==> src/rtl/mssb_pkg.sv <==
`default_nettype none
package mssb_pkg;

  localparam int MAX_BLOCK = 64;
  localparam int AW        = $clog2(MAX_BLOCK);
  localparam int CW        = AW + 1;

  localparam int VAL_W     = 32;
  localparam int LEN_W     = 7;

  // input op codes
  localparam logic [1:0] OP_LOAD_OWN  = 2'd0;
  localparam logic [1:0] OP_LOAD_PART = 2'd1;
  localparam logic [1:0] OP_MERGE     = 2'd2;

  // configuration register indexes
  localparam logic REG_BLOCK_LEN = 1'b0;
  localparam logic REG_KEEP_HIGH = 1'b1;

  typedef struct packed {
    logic [1:0]              op;
    logic [5:0]              index;
    logic signed [VAL_W-1:0] value;
  } in_item_t;

  typedef struct packed {
    logic [5:0]              index_res;
    logic signed [VAL_W-1:0] value_res;
    logic                    last;
  } out_item_t;

  // controller -> datapath
  typedef struct packed {
    logic load_own;
    logic load_part;
    logic init;
    logic step;
    logic drain;
  } cmd_t;

  // datapath -> controller
  typedef struct packed {
    logic n_zero;
    logic merge_last;
    logic drain_all;
  } status_t;

endpackage
`default_nettype wire

==> src/rtl/mssb_ctrl.sv <==
`default_nettype none
module mssb_ctrl (
  input  wire logic             clk,
  input  wire logic             rst_n,
  input  wire logic             in_valid,
  input  wire logic [1:0]       in_op,
  output logic                  in_stall,
  input  wire mssb_pkg::status_t status,
  output mssb_pkg::cmd_t        cmd
);

  localparam logic [1:0] ST_IDLE  = 2'd0;
  localparam logic [1:0] ST_PRIME = 2'd1;
  localparam logic [1:0] ST_MERGE = 2'd2;
  localparam logic [1:0] ST_DRAIN = 2'd3;

  logic [1:0] state_r;
  logic [1:0] state_nxt;
  logic       accept;

  assign in_stall = (state_r != ST_IDLE);
  assign accept   = in_valid && (state_r == ST_IDLE);

  always_comb begin
    cmd           = '0;
    cmd.load_own  = accept && (in_op == mssb_pkg::OP_LOAD_OWN);
    cmd.load_part = accept && (in_op == mssb_pkg::OP_LOAD_PART);
    cmd.init      = accept && (in_op == mssb_pkg::OP_MERGE);
    cmd.step      = (state_r == ST_MERGE);
    cmd.drain     = (state_r == ST_DRAIN);
  end

  always_comb begin
    state_nxt = state_r;
    case (state_r)
      ST_IDLE: begin
        if (accept && (in_op == mssb_pkg::OP_MERGE) && !status.n_zero) begin
          state_nxt = ST_PRIME;
        end
      end
      // first heads of both blocks are read here
      ST_PRIME: begin
        state_nxt = ST_MERGE;
      end
      ST_MERGE: begin
        if (status.merge_last) begin
          state_nxt = ST_DRAIN;
        end
      end
      ST_DRAIN: begin
        if (status.drain_all) begin
          state_nxt = ST_IDLE;
        end
      end
      default: begin
        state_nxt = ST_IDLE;
      end
    endcase
  end

  always_ff @(posedge clk) begin
    if (!rst_n) begin
      state_r <= ST_IDLE;
    end else begin
      state_r <= state_nxt;
    end
  end

endmodule
`default_nettype wire

==> config.mk <==
export PLATFORM = sky130hd
export DESIGN_NAME = mssb_ctrl
export DESIGN_NICKNAME = d
export VERILOG_FILES = /design/src/rtl/mssb_pkg.sv /design/src/rtl/mssb_ctrl.sv
export SDC_FILE = /design/constraint.sdc
export NUM_CORES = 1
export LEC_CHECK = 0
export BUFFER_PORTS_ARGS = -buffer_cell sky130_fd_sc_hd__buf_2
export CAP_MARGIN = 20
export CORE_AREA = 2 2 39 41
export CTS_CLUSTER_DIAMETER = 200
export CTS_CLUSTER_SIZE = 24
export DETAILED_ROUTE_END_ITERATION = 6
export DIE_AREA = 0 0 41 43
export PLACE_DENSITY = 0.42
export SYNTH_ARGS = -nofsm -noshare
export SYNTH_HDL_FRONTEND = slang
export SYNTH_SLANG_ARGS = --single-unit
==> constraint.sdc <==
create_clock -name clk -period 1.65 [get_ports clk]
set_clock_uncertainty 0.2 [all_clocks]
set_input_delay 0.4125 -clock clk [delete_from_list [all_inputs] [get_ports clk]]
set_output_delay 0.4125 -clock clk [all_outputs]
set_load 0.02 [all_outputs]
-- Word level (Yosys, flattened, before mapping)
Index checks and enable logic that the tools add are counted.
- flip-flop bits (word level): 2
- latch bits: 0
- bits in writable memories: 0
- ROM bits: 0
- input bits: 8
- memories: 0
- $add $sub $neg: 0
- $mul: 0
- divide/modulo/power cells: 0
- $lt $le $gt $ge: 0
- eq/ne operators: 8
- shifts and indexed selects: 0
- muxes and demuxes: 4
- bitwise logic cells: 0
- reduce and logical (&&, ||, !) cells: 10
- operators with widths (operator ; number):
    case mux 2 bit (4 select lines) ; 1
    equality test 2 bit, second input constant ; 3
    2-to-1 mux 2 bit ; 3
    logical AND 1 bit ; 5
    equality test 2 x 1 -> 1 bit, second input constant ; 2
    zero test 2 bit ; 2
    != test 2 bit, second input constant ; 2
    AND reduction 3 bit ; 1
    != test 2 x 1 -> 1 bit, second input constant ; 1
    nonzero test 2 bit ; 1
    zero test 1 bit ; 1

-- Logic depth before layout (Yosys ltp)
- depth after elaboration: 6
- mapped depth: 4

-- Worst setup path after synthesis
Ideal clock, no wire load.
- kind: flip-flop to output port
- start point: reg state_r[0]
- end point: out cmd[2] (netlist name)
- arrival time: 1.204 ns
- setup slack: -0.166 ns
- stages on the path, launching flop included: 5
- path through: dfxtp_1 > inv_1 > ha_1 > nand2_1 > nor3b_1
- RTL lines (what ; line ; source):
    from (decl) ; mssb_ctrl.sv:17 ; logic [1:0] state_r;
    from (signal assigned) ; mssb_ctrl.sv:65 ; state_r <= state_nxt;
    to (decl) ; mssb_ctrl.sv:9 ; output mssb_pkg::cmd_t cmd

==> impl_metrics.csv <==
group,metric,value,unit
worst_setup_path,cp-start-kind,"register",
finish,nNetsFinal,54,
global_route,antenna_found_initial,0,
status,status,"finished, violations left",
cts,numCtsBuffers,3,
sta,max_slew.worst_pin.slew,0.184,ns
worst_setup_path,crit_slowest_cell,"dfxtp_2",
global_route,grt_usage,6.61,%
sta,hold_viol_final,0,
routing,wl_per_cell,8.91,um
power_and_ir_drop,switching_share,36.2,%
routing,vias_per_cell,3.75,
routing,ant_nets,0,
logic_synthesis,netlist_area,174,um^2
sta,period_needed,1.72,ns
cts,clkTransAtPathRegs,0.03,ns
cts,cts.sinks,2,
power_and_ir_drop,ir_worst_vdd,0.353,mV
global_route,overflow,0,
worst_setup_path,critPathMaxStageDelay,0.31,ns
finish,fillers,142,
logic_synthesis,async_reset_ff_share,0,%
power_and_ir_drop,combPwrFrac,59.4,%
floorplan,fp.dieH,43,um
cts,cts_root_buf,"clkbuf_4",
logic_synthesis,avgSynthCellArea,8.28,um^2
place,globalplace.congestion,0.702,
power_and_ir_drop,pwr-share-clk,24.5,%
sta,finalSetupViolCount,4,
global_route,grt_max_degree,5,
logic_synthesis,synth_area_leader_cell,"dfxtp_1",
place,io_buffers,13,
logic_synthesis,yosys_register_bits,2,
floorplan,core_area,1380,um^2
sta,fin_ws,-0.0659,ns
power_and_ir_drop,powerDensity,1140,nW/um^2
logic_synthesis,yosysMostFrequentCell,"inv_1",
finish,reg_top3,"state_r: 2 flops",
global_route,grt_pass1_vias,203,
sta,tns,-0.194,ns
cts,cts_tree,"done",
sta,slew_violations,0,
floorplan,fp.dieW,41,um
logic_synthesis,synthFlopType,"dfxtp_1",
cts,htreeDepth,1,
sta,finalCritPeriodShare,104,%
power_and_ir_drop,p_sw,157,uW
worst_setup_path,crit_chain,"inv_2, ha_4, nand2_4, nor3b_2, buf_4",
worst_setup_path,crit_family,"flip-flops",
logic_synthesis,ys_types,12,
routing,drc_errors,0,
worst_setup_path,critPathRequiredTime,1.04,ns
place,hpwl,394,um
floorplan,rows,14,
floorplan,dieArea,1760,um^2
global_route,grt_first_pass_wirelength,779,um
logic_synthesis,syn-num-nets,32,
cts,clk_latency,0.22,ns
worst_setup_path,crit_path_end_kind,"primary output",
finish,regMostFlops,"state_r",
routing,drtIter0Drc,0,
status,violations,"negative setup slack",
logic_synthesis,synth_top_area_share,23.0,%
routing,drt_wl_total,508,um
floorplan,initial_core_util,12.6,%
floorplan,io_pins,14,
finish,finalInstanceArea,382,um^2
logic_synthesis,syn_inst,21,
finish,largest_reg_flops,2,
logic_synthesis,synth_edf_count,0,
sta,rsz0062_at_grt,"yes",
power_and_ir_drop,finalPower,434,uW
worst_setup_path,crit_fanout,3,
finish,drive_above_1_share,75.6,%
place,postPlaceCellArea,297,um^2
logic_synthesis,synthTopCellsByCount,"inv_1 (4), ha_1 (3), nand2_1 (3), dfxtp_1 (2), nor3b_1 (2)",
power_and_ir_drop,leakagePower,0.186,nW
cts,clockBufferDepth,2,
finish,area_growth,119,%
power_and_ir_drop,p_int,277,uW
cts,hold_buffers,0,
sta,slew_headroom,87.6,%
logic_synthesis,synth.area.top_cells,"dfxtp_1 (23%), ha_1 (22%), inv_1 (8.6%)",
power_and_ir_drop,pwr-share-seq,16.1,%
finish,n_antenna_cell,0,
job,cap_violations,0,
sta,max_freq,0.583,GHz
routing,via_count,214,
routing,dr.pass1.iters,1,
worst_hold_path,holdCritPathClass,"in -> reg",
worst_setup_path,worstSetupPathType,"reg -> out",
logic_synthesis,yosysSeqAreaShare,23.0,%
worst_setup_path,worstPathArrival,1.10,ns
logic_synthesis,yosysWarnings,0,
worst_setup_path,path_buf_inv,2,
worst min-delay path: stages:
cell     delay [ns]
buf_2          0.12
o31ai_1        0.06
a21oi_1        0.04
cells by family after synthesis:
kind of cell | share of synthesized area, %
and+or+nand+nor | 28.1
buffers and inverters | 8.63
AOI/OAI and AO/OA | 12.9
adders and majority gates | 21.6
DFF | 23.0
muxes | 5.76
path summary, 6_finish.rpt:
kind / start / end / slack (ns) / cells past startpoint
worst max-delay path: state_r[0]$_SDFFE_PN0P_ / cmd[3] / -0.07 / 5
worst min register to register: state_r[0]$_SDFFE_PN0P_ / state_r[0]$_SDFFE_PN0P_ / 0.41 / 3
worst min-delay path: rst_n / state_r[0]$_SDFFE_PN0P_ / 0.25 / 3
worst max register to register: state_r[1]$_SDFFE_PN0P_ / state_r[1]$_SDFFE_PN0P_ / 0.13 / 5
area by class of cell:
class / count / area (um^2) / area share (%)
multi-input combinational: 15 / 166 / 43.6
timing repair buffer: 17 / 115 / 30.2
sequential: 2 / 42.5 / 11.1
clock buffer: 3 / 22.5 / 5.90
tap: 16 / 20.0 / 5.25
inverter: 4 / 15.0 / 3.93
power groups by stage:
stage | clock network (mW) | registers [mW] | logic, mW
floorplan | 0 | 0.0676 | 0.110
global placement | 0 | 0.0658 | 0.185
detailed placement | 0 | 0.0662 | 0.185
CTS | 0.115 | 0.0698 | 0.252
global route | 0.120 | 0.0712 | 0.280
finish | 0.107 | 0.0698 | 0.258
cells in the final DEF (no fill, tap or decap), types with 2 or more instances in the layout:
cell type,n
buf_4,7
buf_6,2
buf_2,8
clkbuf_4,3
nor3b_2,2
nand2_1,2
ha_4,2
inv_2,3
dfxtp_2,2
through the flow:
step	worst slack, ns	hold slack [ns]	util, %	std cells
6_report	-0.0659	0.255	27.6	57
5_1_grt	-0.135	0.272	27.6	57
4_1_cts	-0.0804	0.244	27.0	56
3_5_place_dp	0.0215	0.392	21.4	53
3_3_place_gp	0.0270	0.387	21.4	53
2_1_floorplan	-0.0148	0.271	-	21
routing by layer:
layer	GRT usage [%]	part of all wire (%)	up-vias
met2	8.44	38	14
met4	6.00	0	0
met1	8.60	52	87
li1	-	-	113
met3	1.57	9.6	0
met5	0	0	-
what timing repair did:
action,in CTS,in global routing
endpoints found under the setup margin,5,6
buffers inserted,0,1
pin swaps,3,1
resized for setup,18,0
gates cloned,0,0
No activity file was read; power rests on OpenSTA's default activity.
